[src/sv/ulb_pkg.sv]
package ulb_pkg;

  localparam int unsigned CodeBits = 21;

  localparam logic [1:0] CLASS_SPACE = 2'd0;
  localparam logic [1:0] CLASS_WORD  = 2'd1;
  localparam logic [1:0] CLASS_OTHER = 2'd2;

  localparam logic [CodeBits-1:0] CP_TAB      = 21'h00009;
  localparam logic [CodeBits-1:0] CP_LF       = 21'h0000A;
  localparam logic [CodeBits-1:0] CP_CR       = 21'h0000D;
  localparam logic [CodeBits-1:0] CP_SPACE    = 21'h00020;
  localparam logic [CodeBits-1:0] CP_IDEO_SPC = 21'h03000;

  typedef struct packed {
    logic       break_before;
    logic       space;
    logic [1:0] char_class;
    logic       newline;
  } ulb_class_t;

  function automatic logic is_spacing(input logic [CodeBits-1:0] c);
    return (c == CP_SPACE) || (c == CP_TAB) || (c == CP_IDEO_SPC);
  endfunction

  function automatic logic is_ideo(input logic [CodeBits-1:0] c);
    return (c >= 21'h01100 && c <= 21'h011FF) || (c >= 21'h02E80 && c <= 21'h09FFF) ||
           (c >= 21'h0A000 && c <= 21'h0A4CF) || (c >= 21'h0AC00 && c <= 21'h0D7AF) ||
           (c >= 21'h0F900 && c <= 21'h0FAFF) || (c >= 21'h0FF00 && c <= 21'h0FF60) ||
           (c >= 21'h20000 && c <= 21'h3FFFD);
  endfunction

  // closing punctuation that may not start a line
  function automatic logic no_line_start(input logic [CodeBits-1:0] c);
    logic r;
    case (c) inside
      21'h03001, 21'h03002, 21'h0FF0C, 21'h0FF0E, 21'h0FF1A, 21'h0FF1B, 21'h0FF01,
      21'h0FF1F, 21'h0FF09, 21'h0FF3D, 21'h0FF5D, 21'h0300D, 21'h0300F, 21'h03009,
      21'h0300B, 21'h0201D, 21'h02019, 21'h00029, 21'h0005D, 21'h0007D, 21'h0002C,
      21'h0002E, 21'h0003B, 21'h0003A, 21'h00021, 21'h0003F: r = 1'b1;
      default: r = 1'b0;
    endcase
    return r;
  endfunction

  // opening punctuation that may not end a line
  function automatic logic no_line_end(input logic [CodeBits-1:0] c);
    logic r;
    case (c) inside
      21'h0FF08, 21'h0FF3B, 21'h0FF5B, 21'h0300C, 21'h0300E, 21'h03008, 21'h0300A,
      21'h0201C, 21'h02018, 21'h00028, 21'h0005B, 21'h0007B: r = 1'b1;
      default: r = 1'b0;
    endcase
    return r;
  endfunction

endpackage

[src/sv/ulb_classify.sv]
module ulb_classify (
  input  logic [ulb_pkg::CodeBits-1:0] prev_i,
  input  logic [ulb_pkg::CodeBits-1:0] code_i,
  output ulb_pkg::ulb_class_t          class_o
);
  import ulb_pkg::*;

  logic nl;
  logic brk;
  logic word;

  always_comb begin
    nl = (code_i == CP_LF);
    if (prev_i == '0 || is_spacing(code_i)) begin
      brk = 1'b0;
    end else if (no_line_start(code_i) || no_line_end(prev_i)) begin
      brk = 1'b0;
    end else if (is_spacing(prev_i)) begin
      brk = 1'b1;
    end else begin
      brk = is_ideo(prev_i) || is_ideo(code_i);
    end

    word = (code_i >= 21'h61 && code_i <= 21'h7A) || (code_i >= 21'h41 && code_i <= 21'h5A) ||
           (code_i >= 21'h30 && code_i <= 21'h39) || (code_i == 21'h5F) ||
           (code_i >= 21'h80);

    class_o.break_before = brk && !nl;
    class_o.space        = is_spacing(code_i);
    class_o.newline      = nl;
    if (is_spacing(code_i) || nl || code_i == CP_CR) begin
      class_o.char_class = CLASS_SPACE;
    end else if (is_ideo(code_i)) begin
      class_o.char_class = CLASS_OTHER;
    end else if (word) begin
      class_o.char_class = CLASS_WORD;
    end else begin
      class_o.char_class = CLASS_OTHER;
    end
  end

endmodule

[src/sv/utf8_line_break_classifier.sv]
// UTF-8 decoder with line break classification. One text byte is taken per
// cycle, and one result appears for each codepoint, in the cycle after its last
// byte (or after the byte flagged end_of_text, where missing continuation
// bytes count as zero). Decoding and all break and class rules are done in
// a single registered pass, so a byte can be accepted in every cycle; the
// only stall is a full result register whose result is not taken. Bytes that
// are not valid leads are passed through as one-byte codepoints. Offsets
// count in OFFSET_BITS bits and wrap; start_offset gives the low 16 bits.
// The end-of-text byte returns offset and break history to their reset state.
module utf8_line_break_classifier #(
  parameter int unsigned OFFSET_BITS = 16
) (
  input  logic                         clk_i,
  input  logic                         rst_ni,
  input  logic                         in_valid_i,
  output logic                         in_ready_o,
  input  logic [7:0]                   text_byte_i,
  input  logic                         end_of_text_i,
  output logic                         out_valid_o,
  input  logic                         out_ready_i,
  output logic [ulb_pkg::CodeBits-1:0] code_point_o,
  output logic [15:0]                  start_offset_o,
  output logic [2:0]                   byte_length_o,
  output logic                         break_before_o,
  output logic                         space_flag_o,
  output logic [1:0]                   char_class_o,
  output logic                         newline_flag_o,
  output logic                         final_flag_o
);
  import ulb_pkg::*;

  logic [CodeBits-1:0]    prev_q, prev_d;
  logic [CodeBits-1:0]    part_q, part_d;
  logic [1:0]             rem_q, rem_d;
  logic [2:0]             len_q, len_d;
  logic [OFFSET_BITS-1:0] pos_q, pos_d;
  logic [OFFSET_BITS-1:0] start_q, start_d;
  logic                   out_valid_q, out_valid_d;

  logic [CodeBits-1:0]    part_new;
  logic [1:0]             rem_new;
  logic [2:0]             len_new;
  logic [OFFSET_BITS-1:0] start_new;
  logic [OFFSET_BITS+15:0] start_ext;
  logic                   accept;
  logic                   emit;
  ulb_class_t             cls;

  assign in_ready_o = !out_valid_q || out_ready_i;
  assign accept     = in_valid_i && in_ready_o;

  always_comb begin
    len_new   = len_q;
    start_new = start_q;
    if (rem_q == 2'd0) begin
      start_new = pos_q;
      if ((text_byte_i & 8'hE0) == 8'hC0) begin
        len_new  = 3'd2;
        part_new = {10'b0, text_byte_i[4:0], 6'b0};
      end else if ((text_byte_i & 8'hF0) == 8'hE0) begin
        len_new  = 3'd3;
        part_new = {5'b0, text_byte_i[3:0], 12'b0};
      end else if ((text_byte_i & 8'hF8) == 8'hF0) begin
        len_new  = 3'd4;
        part_new = {text_byte_i[2:0], 18'b0};
      end else begin
        len_new  = 3'd1;
        part_new = {13'b0, text_byte_i};
      end
      rem_new = 2'(len_new - 3'd1);
    end else begin
      rem_new = rem_q - 2'd1;
      case (rem_new)
        2'd0:    part_new = part_q | {15'b0, text_byte_i[5:0]};
        2'd1:    part_new = part_q | {9'b0, text_byte_i[5:0], 6'b0};
        2'd2:    part_new = part_q | {3'b0, text_byte_i[5:0], 12'b0};
        default: part_new = part_q;
      endcase
    end
    emit = (rem_new == 2'd0) || end_of_text_i;
  end

  ulb_classify u_classify (
    .prev_i  (prev_q),
    .code_i  (part_new),
    .class_o (cls)
  );

  assign start_ext = {16'b0, start_new};

  always_comb begin
    prev_d  = prev_q;
    part_d  = part_q;
    rem_d   = rem_q;
    len_d   = len_q;
    pos_d   = pos_q;
    start_d = start_q;
    if (accept) begin
      pos_d   = pos_q + 1'b1;
      len_d   = len_new;
      start_d = start_new;
      if (emit) begin
        part_d = '0;
        rem_d  = 2'd0;
        prev_d = cls.newline ? '0 : part_new;
      end else begin
        part_d = part_new;
        rem_d  = rem_new;
      end
      if (end_of_text_i) begin
        prev_d  = '0;
        len_d   = 3'd1;
        pos_d   = '0;
        start_d = '0;
      end
    end
  end

  always_comb begin
    out_valid_d = out_valid_q;
    if (accept && emit) begin
      out_valid_d = 1'b1;
    end else if (out_ready_i) begin
      out_valid_d = 1'b0;
    end
  end

  always_ff @(posedge clk_i or negedge rst_ni) begin
    if (!rst_ni) begin
      prev_q      <= '0;
      part_q      <= '0;
      rem_q       <= 2'd0;
      len_q       <= 3'd1;
      pos_q       <= '0;
      start_q     <= '0;
      out_valid_q <= 1'b0;
    end else begin
      prev_q      <= prev_d;
      part_q      <= part_d;
      rem_q       <= rem_d;
      len_q       <= len_d;
      pos_q       <= pos_d;
      start_q     <= start_d;
      out_valid_q <= out_valid_d;
    end
  end

  // result register, loaded per emitted transaction
  always_ff @(posedge clk_i) begin
    if (accept && emit) begin
      code_point_o   <= part_new;
      start_offset_o <= start_ext[15:0];
      byte_length_o  <= len_new;
      break_before_o <= cls.break_before;
      space_flag_o   <= cls.space;
      char_class_o   <= cls.char_class;
      newline_flag_o <= cls.newline;
      final_flag_o   <= end_of_text_i;
    end
  end

  assign out_valid_o = out_valid_q;

  a_len_range: assert property (@(posedge clk_i) disable iff (!rst_ni)
    out_valid_o |-> (byte_length_o != 3'd0) && (byte_length_o <= 3'd4))
    else $error("byte length out of range");

  a_nl_no_break: assert property (@(posedge clk_i) disable iff (!rst_ni)
    out_valid_o && newline_flag_o |-> !break_before_o && char_class_o == CLASS_SPACE)
    else $error("break before newline");

  a_space_class: assert property (@(posedge clk_i) disable iff (!rst_ni)
    out_valid_o && space_flag_o |-> char_class_o == CLASS_SPACE && !break_before_o)
    else $error("space misclassified");

  a_rem_len: assert property (@(posedge clk_i) disable iff (!rst_ni)
    rem_q != 2'd0 |-> len_q > {1'b0, rem_q})
    else $error("remaining count exceeds sequence length");

  a_final_clears: assert property (@(posedge clk_i) disable iff (!rst_ni)
    accept && end_of_text_i |=> pos_q == '0 && prev_q == '0 && rem_q == 2'd0)
    else $error("end of text did not clear state");

endmodule

[config.mk]
export PLATFORM = sky130hd
export DESIGN_NAME = utf8_line_break_classifier
export DESIGN_NICKNAME = d
export VERILOG_FILES = /design/src/sv/ulb_pkg.sv /design/src/sv/ulb_classify.sv /design/src/sv/utf8_line_break_classifier.sv
export SDC_FILE = /design/constraint.sdc
export NUM_CORES = 1
export LEC_CHECK = 0
export ABC_AREA = 0
export BUFFER_PORTS_ARGS = -buffer_cell sky130_fd_sc_hd__buf_2
export CELL_PAD_IN_SITES_DETAIL_PLACEMENT = 1
export CELL_PAD_IN_SITES_GLOBAL_PLACEMENT = 1
export CORE_ASPECT_RATIO = 0.5
export CORE_MARGIN = 4
export CORE_UTILIZATION = 39
export DETAILED_ROUTE_END_ITERATION = 10
export PLACE_DENSITY_LB_ADDON = 0.1
export SYNTH_ARGS = -nofsm -noshare
export SYNTH_HDL_FRONTEND = slang
export SYNTH_HIERARCHICAL = 1
export SYNTH_SLANG_ARGS = --single-unit
[constraint.sdc]
create_clock -name clk_i -period 4.69 [get_ports clk_i]
set_input_delay 0.469 -clock clk_i [delete_from_list [all_inputs] [get_ports clk_i]]
set_output_delay 0.469 -clock clk_i [all_outputs]
set_load 0.01 [all_outputs]
**Word-level counts from Yosys, hierarchy flattened**

Cells that the tools add are included.

- Logic and storage cells: 199
- Output and inout port bits: 48
- Bits in registers: 126

- Reductions and logical operators: 59
- Bitwise operators: 3
- Equal/unequal tests: 52
- Muxes and demuxes: 31
- $add $sub $neg: 3
- Magnitude comparators: 35

Operators by type and width:

| operator | count |
|---|---|
| 21-bit by 14-bit equality test with 1-bit output, second input constant | 16 |
| 21-bit by 16-bit equality test with 1-bit output, second input constant | 12 |
| 21-bit by 6-bit equality test with 1-bit output, second input constant | 10 |
| 21-bit by 16-bit less-or-equal comparator with 1-bit output, second input constant | 10 |
| 21-bit by 16-bit greater-or-equal comparator with 1-bit output, second input constant | 8 |
| 21-bit 2-to-1 mux | 8 |
| 21-bit by 7-bit equality test with 1-bit output, second input constant | 5 |
| 21-bit by 4-bit equality test with 1-bit output, second input constant | 4 |
| 21-bit case mux with 3 select lines | 1 |
| 16-bit 2-to-1 mux | 3 |
| 21-bit by 13-bit greater-or-equal comparator with 1-bit output, second input constant | 2 |
| 21-bit by 14-bit greater-or-equal comparator with 1-bit output, second input constant | 2 |
| 21-bit by 18-bit greater-or-equal comparator with 1-bit output, second input constant | 2 |
| 21-bit by 7-bit greater-or-equal comparator with 1-bit output, second input constant | 2 |
| 21-bit by 13-bit less-or-equal comparator with 1-bit output, second input constant | 2 |
| 21-bit by 18-bit less-or-equal comparator with 1-bit output, second input constant | 2 |
| 21-bit by 7-bit less-or-equal comparator with 1-bit output, second input constant | 2 |
| 1-bit logical OR | 27 |
| 26-bit OR reduction | 1 |
| 21-bit by 6-bit greater-or-equal comparator with 1-bit output, second input constant | 1 |
| 21-bit by 8-bit greater-or-equal comparator with 1-bit output, second input constant | 1 |
| 21-bit by 6-bit less-or-equal comparator with 1-bit output, second input constant | 1 |
| 21-bit logical NOT | 1 |
| 21-bit by 12-bit OR with 21-bit output | 1 |
| 19 further kinds | 59 |

**Longest topological paths before layout**

- Depth after elaboration: 18
- Gate-level depth with buffers: 15
- Gate-level depth less buffers: 11

**Modules after synthesis**

The synthesis kept the hierarchy.

By module, submodules not included:

| module | cells each | times used | seq. area each (µm²) | area each (µm²) |
|---|---|---|---|---|
| utf8_line_break_classifier | 474 | 1 | 3384.5 | 5383.9 |
| ulb_classify | 210 | 1 | 0.0 | 1218.7 |

**Worst setup path before layout**

OpenSTA, ideal clock, no wires.

- Path kind: register to register
- From: reg rem_q[0]
- To: reg prev_q[16]
- Arrival: 3.053 ns
- Library setup time: 0.121 ns
- Slack: 1.516 ns
- Required time: 4.569 ns
- Clock period less this slack: 3.174 ns
- Cell stages (with the launch flop): 15
- Cell sequence: dfrtp_1 clkbuf_1 or2_2 clkbuf_1 a21oi_1 nor2_1 clkbuf_1 nor4_1 nand4_1 or3_1 nor4b_1 buf_4 nor4_4 buf_4 a22o_1

- Cells in the longest elaborated chain, start to end: 8

Ends and longest elaborated chain:

| item | line | RTL |
|---|---|---|
| start: declaration | utf8_line_break_classifier.sv:34 | `logic [1:0] rem_q, rem_d;` |
| start signal: assignment | utf8_line_break_classifier.sv:140 | `rem_q <= rem_d;` |
| 2-bit by 1-bit subtractor with 2-bit output | utf8_line_break_classifier.sv:72 | `rem_new = rem_q - 2'd1;` |
| 2-bit equality test (tied with other cells) | utf8_line_break_classifier.sv:73 | `case (rem_new)` |
| 21-bit case mux with 3 select lines | utf8_line_break_classifier.sv:73 |  |
| 21-bit 2-to-1 mux (*) | utf8_line_break_classifier.sv:55 | `if (rem_q == 2'd0) begin` |
| net part_new[8] | utf8_line_break_classifier.sv:40 | `logic [CodeBits-1:0] part_new;` |
| 21-bit by 4-bit equality test with 1-bit output (*) | ulb_classify.sv:13 | `nl = (code_i == CP_LF);` |
| net u_classify.nl | ulb_classify.sv:8 | `logic nl;` |
| 21-bit 2-to-1 mux (*) | utf8_line_break_classifier.sv:105 | `prev_d = cls.newline ? '0 : part_new;` |
| 21-bit 2-to-1 mux (*) | utf8_line_break_classifier.sv:102 | `if (emit) begin` |
| 21-bit 2-to-1 mux (*) | utf8_line_break_classifier.sv:110 | `if (end_of_text_i) begin` |
| end signal: assignment | utf8_line_break_classifier.sv:138 | `prev_q <= prev_d;` |
| end: declaration | utf8_line_break_classifier.sv:32 | `logic [CodeBits-1:0] prev_q, prev_d;` |

Mark *: on every way through the listed nets, which the timed path passes. The rest lies on a longest branch. The select of a mux whose other input is x is not followed.
A chain may end at the register's enable or synchronous reset.

**Final worst setup path**

- From: reg rem_q[1]
- To: reg char_class_o[1], data pin

- Cells in the longest elaborated chain, start to end: 13

Ends and longest elaborated chain:

| item | line | RTL |
|---|---|---|
| 2-bit by 1-bit subtractor with 2-bit output | utf8_line_break_classifier.sv:72 |  |
| 2-bit equality test (tied with other cells) | utf8_line_break_classifier.sv:73 |  |
| 21-bit case mux with 3 select lines | utf8_line_break_classifier.sv:73 |  |
| 21-bit 2-to-1 mux (*) | utf8_line_break_classifier.sv:55 |  |
| net part_new[13] | utf8_line_break_classifier.sv:40 |  |
| 21-bit by 13-bit greater-or-equal comparator with 1-bit output (tied with other cells) | ulb_pkg.sv:27 | `return (c >= 21'h01100 && c <= 21'h011FF) \|\| (c >= 21'h02E80 && c <= 21'h09FFF) \|\|` |
| 1-bit logical AND | ulb_pkg.sv:27 |  |
| 1-bit logical OR (2 in series) | ulb_pkg.sv:27 |  |
| 1-bit logical OR (2 in series) | ulb_pkg.sv:28 | `(c >= 21'h0A000 && c <= 21'h0A4CF) \|\| (c >= 21'h0AC00 && c <= 21'h0D7AF) \|\|` |
| 1-bit logical OR (2 in series) | ulb_pkg.sv:29 | `(c >= 21'h0F900 && c <= 21'h0FAFF) \|\| (c >= 21'h0FF00 && c <= 21'h0FF60) \|\|` |
| 2-bit 2-to-1 mux | ulb_classify.sv:33 | `end else if (is_ideo(code_i)) begin` |
| end signal: assignment | utf8_line_break_classifier.sv:156 | `char_class_o <= cls.char_class;` |
| end: declaration | utf8_line_break_classifier.sv:26 | `output logic [1:0] char_class_o,` |

Mark *: on every way through the listed nets, which the timed path passes. The rest lies on a longest branch.

==> summary.md <==
| Metric | Value |
|---|---|
| Worst min-delay path category | `in2async` |
| FMAX | `254.9 MHz` |
| Final min period | `3.923 ns` |
| Post-synth EDFFs | `46` |
| Switching power | `1.012 mW` |
| CTS resizes | `0` |
| Antenna violations before repair | `0` |
| Site Rows | `33` |
| Comb pwr share | `17.0%` |
| Root buf cell | `clkbuf_16` |
| PD cells | `427.7 nW/um^2` |
| RSZ-0062 raised after global routing | `false` |
| Critical R2R Capture | `char_class_o[1]` |
| Commonest non-fill, non-tap cells in the layout | `nand2_1, dfrtp_1, buf_2` |
| Core area | `16,470 um^2` |
| Max Cap Viol | `0` |
| Hold Fails Final Rpt | `0` |
| Synth warnings | `6` |
| Setup TNS | `0 ns` |
| Slew Limit Headroom | `27.59%` |
| Ys async rst share | `63.49%` |
| Via count | `5,708` |
| Worst slew pin tran | `1.086 ns` |
| Sw frac | `30.66%` |
| Routability Congestion | `0.8407` |
| Period utilisation layout | `83.64%` |
| Routed vias/inst | `5.885` |
| Antenna viol nets, final | `0` |
| Port Buffer Count | `60` |
| Layout Nets | `744` |
| Worst Path Arrival | `4.07 ns` |
| Ports | `61` |
| Max clock buf depth | `2` |
| Clock power share | `42.7%` |
| Slew Limit Fails | `0` |
| Final setup violation count | `0` |
| Initial DRC Count | `487` |
| Commonest non-fill, non-tap cell in the layout | `nand2_1` |
| Fillcell total | `1,898` |
| Post-synth top area share | `29.94%` |
| Detailed-route DRC error count | `0` |
| Gate count after technology mapping | `684` |
| CTS buffer count | `17` |
| DRT Pass-1 Iters | `5` |
| WS Path Type | `reg2reg` |
| Proportion of layout cells with a drive suffix above 1 | `18.17%` |
| Tot Pwr | `3.302 mW` |
| Die H | `100.0 um` |
| Power Internal | `2.289 mW` |
| Post-CTS Setup Inserts | `0` |
| Number of global-route vias before repair | `5,818` |
| Netlist Area Pre-Place | `6603 um^2` |
| Peak supply drop | `0.2682 mV` |
| Clk sinks | `126` |
| Yosys top cell by area | `dfrtp_1` |
| Avg WL per Cell | `20.47 um` |
| Synth cell types | `77` |
| Grt ovf | `0` |
| Worst-path clk slew | `0.06 ns` |
| Die X | `192.0 um` |
| Post-Route Utilization | `46.86%` |
| Number of diodes | `0` |
| Seq cells post-synth | `126` |
| CTS Hold Bufs | `0` |
| CTS tree | `done` |
| Run status | `finished clean` |
| FF-to-FF Start | `rem_q[1]` |
| First-pass GRT wire length | `32,550 um` |
| Max Fanout on Critical Path | `15` |
| Total GRT Usage | `21.40%` |
| Htree depth | `4` |
| CP required | `4.84 ns` |
| Worst Skew | `0.009384 ns` |
| Top FF cell, synth | `dfrtp_1` |
| Largest net degree at the start of global routing | `81` |
| Starting Density | `40.08%` |
| Syn avg cell area | `9.653 um^2` |
| Crit end category | `register` |
| Worst setup SP type | `register` |
| Post-DP HPWL | `13,290 um` |
| Layout area overhead | `16.92%` |
| Largest cells by area after synthesis | `dfrtp_1, edfxtp_1, nand2_1` |
| WL final | `19,860 um` |
| Worst hold slack | `0.2342 ns` |
| Clk Latency, worst-skew pair | `0.42 ns` |
| Syn nets | `698` |
| Reg2Reg Depth | `9` |
| Post-synthesis sequential area ratio | `51.26%` |
| Sequential share of power | `40.4%` |
| Leakage | `3.203 nW` |
| Die area | `19,200 um^2` |
| Minimum setup slack among reg-to-reg paths | `0.77 ns` |
==> worst max-delay path, cell delays in order (launching register included) <==
cell and delay [ns]:
dfrtp_1 0.54, or2_2 0.51, nor2_1 0.31, a221o_1 0.55, nand2_1 0.20, nor4_1 0.51, nand3_1 0.18, o311a_1 0.40
nor3_1 0.33, nor3_1 0.12
==> worst max path at each step <==
stage	from	end	slack, ns	cells past startpoint
after floorplan	rem_q[0]	prev_q[16]	1.52	14
after global placement	rem_q[1]	char_class_o[1]	1.03	11
after detailed placement	rem_q[1]	char_class_o[1]	0.88	9
after CTS	rem_q[1]	char_class_o[1]	0.84	11
after global routing	rem_q[1]	char_class_o[1]	0.47	9
final	rem_q[1]	char_class_o[1]	0.77	9
==> area by class of cell <==
type                            count  area [um^2]  share of cell area (%)
Clock inverter                     15        200.2                   2.593
Sequential cell                   126         3385                   43.84
Tap cell                          227        284.0                   3.679
Clock buffer                       17        425.4                   5.511
Timing Repair Buffer               75        415.4                   5.381
Inverter                           19        71.32                  0.9238
Multi-Input combinational cell    491         2939                   38.07
==> cell usage after synthesis (all sizes together) (9+ instances only) <==
| master | n |
|---|---|
| a21oi | 33 |
| a22o | 42 |
| a22oi | 9 |
| and2 | 13 |
| buf | 16 |
| clkbuf | 32 |
| dfrtp | 79 |
| edfxtp | 46 |
| inv | 19 |
| nand2 | 117 |
| nand3 | 17 |
| nand4 | 12 |
| nor2 | 49 |
| nor3 | 17 |
| nor4 | 11 |
| o21ai | 33 |
| or3 | 10 |
==> stage by stage <==
stage	cells	cell area, um^2	setup slack (ns)
floorplan	684	6603	1.516
finish	970	7720	0.7672
global placement	938	7094	1.030
CTS	970	7720	0.8405
detailed placement	938	7094	0.8782
global route	970	7720	0.4651
==> state kept, by name, summed over array words and instances, names as in the netlist <==
signal          count
out_valid_o         1
final_flag_o        1
newline_flag_o      1
char_class_o        2
rem_q               2
part_q             21
break_before_o      1
start_q            16
space_flag_o        1
byte_length_o       3
prev_q             21
len_q               3
code_point_o       21
pos_q              16
start_offset_o     16
==> per-layer routing <==
metal	vias up	GRT usage, %	wire [um]
met3	23	3.787	873
met2	126	34.31	9186
met1	2912	30.25	9574
li1	2647	-	-
met4	0	5.860	225
met5	-	0	0
==> power by group through the flow <==
stage	Clock, mW	Combinational, mW	Sequential, mW
2_1_floorplan	0	0.356	1.34
3_3_place_gp	0	0.545	1.35
3_5_place_dp	0	0.556	1.35
4_1_cts	1.43	0.563	1.33
5_1_grt	1.49	0.622	1.35
6_report	1.41	0.561	1.33
==> logic make-up (layout without fill, tap and decap cells) <==
family	after synthesis	in the layout	synth area share [%]
simple gates	298	298	23.06
fa+ha+maj	1	1	0.1895
flops	126	126	51.26
buf+inv	67	126	4.320
mux	4	4	0.6254
xor+xnor	6	6	0.7961
compound gates	182	182	19.75
No activity file was read; power rests on OpenSTA's default activity.
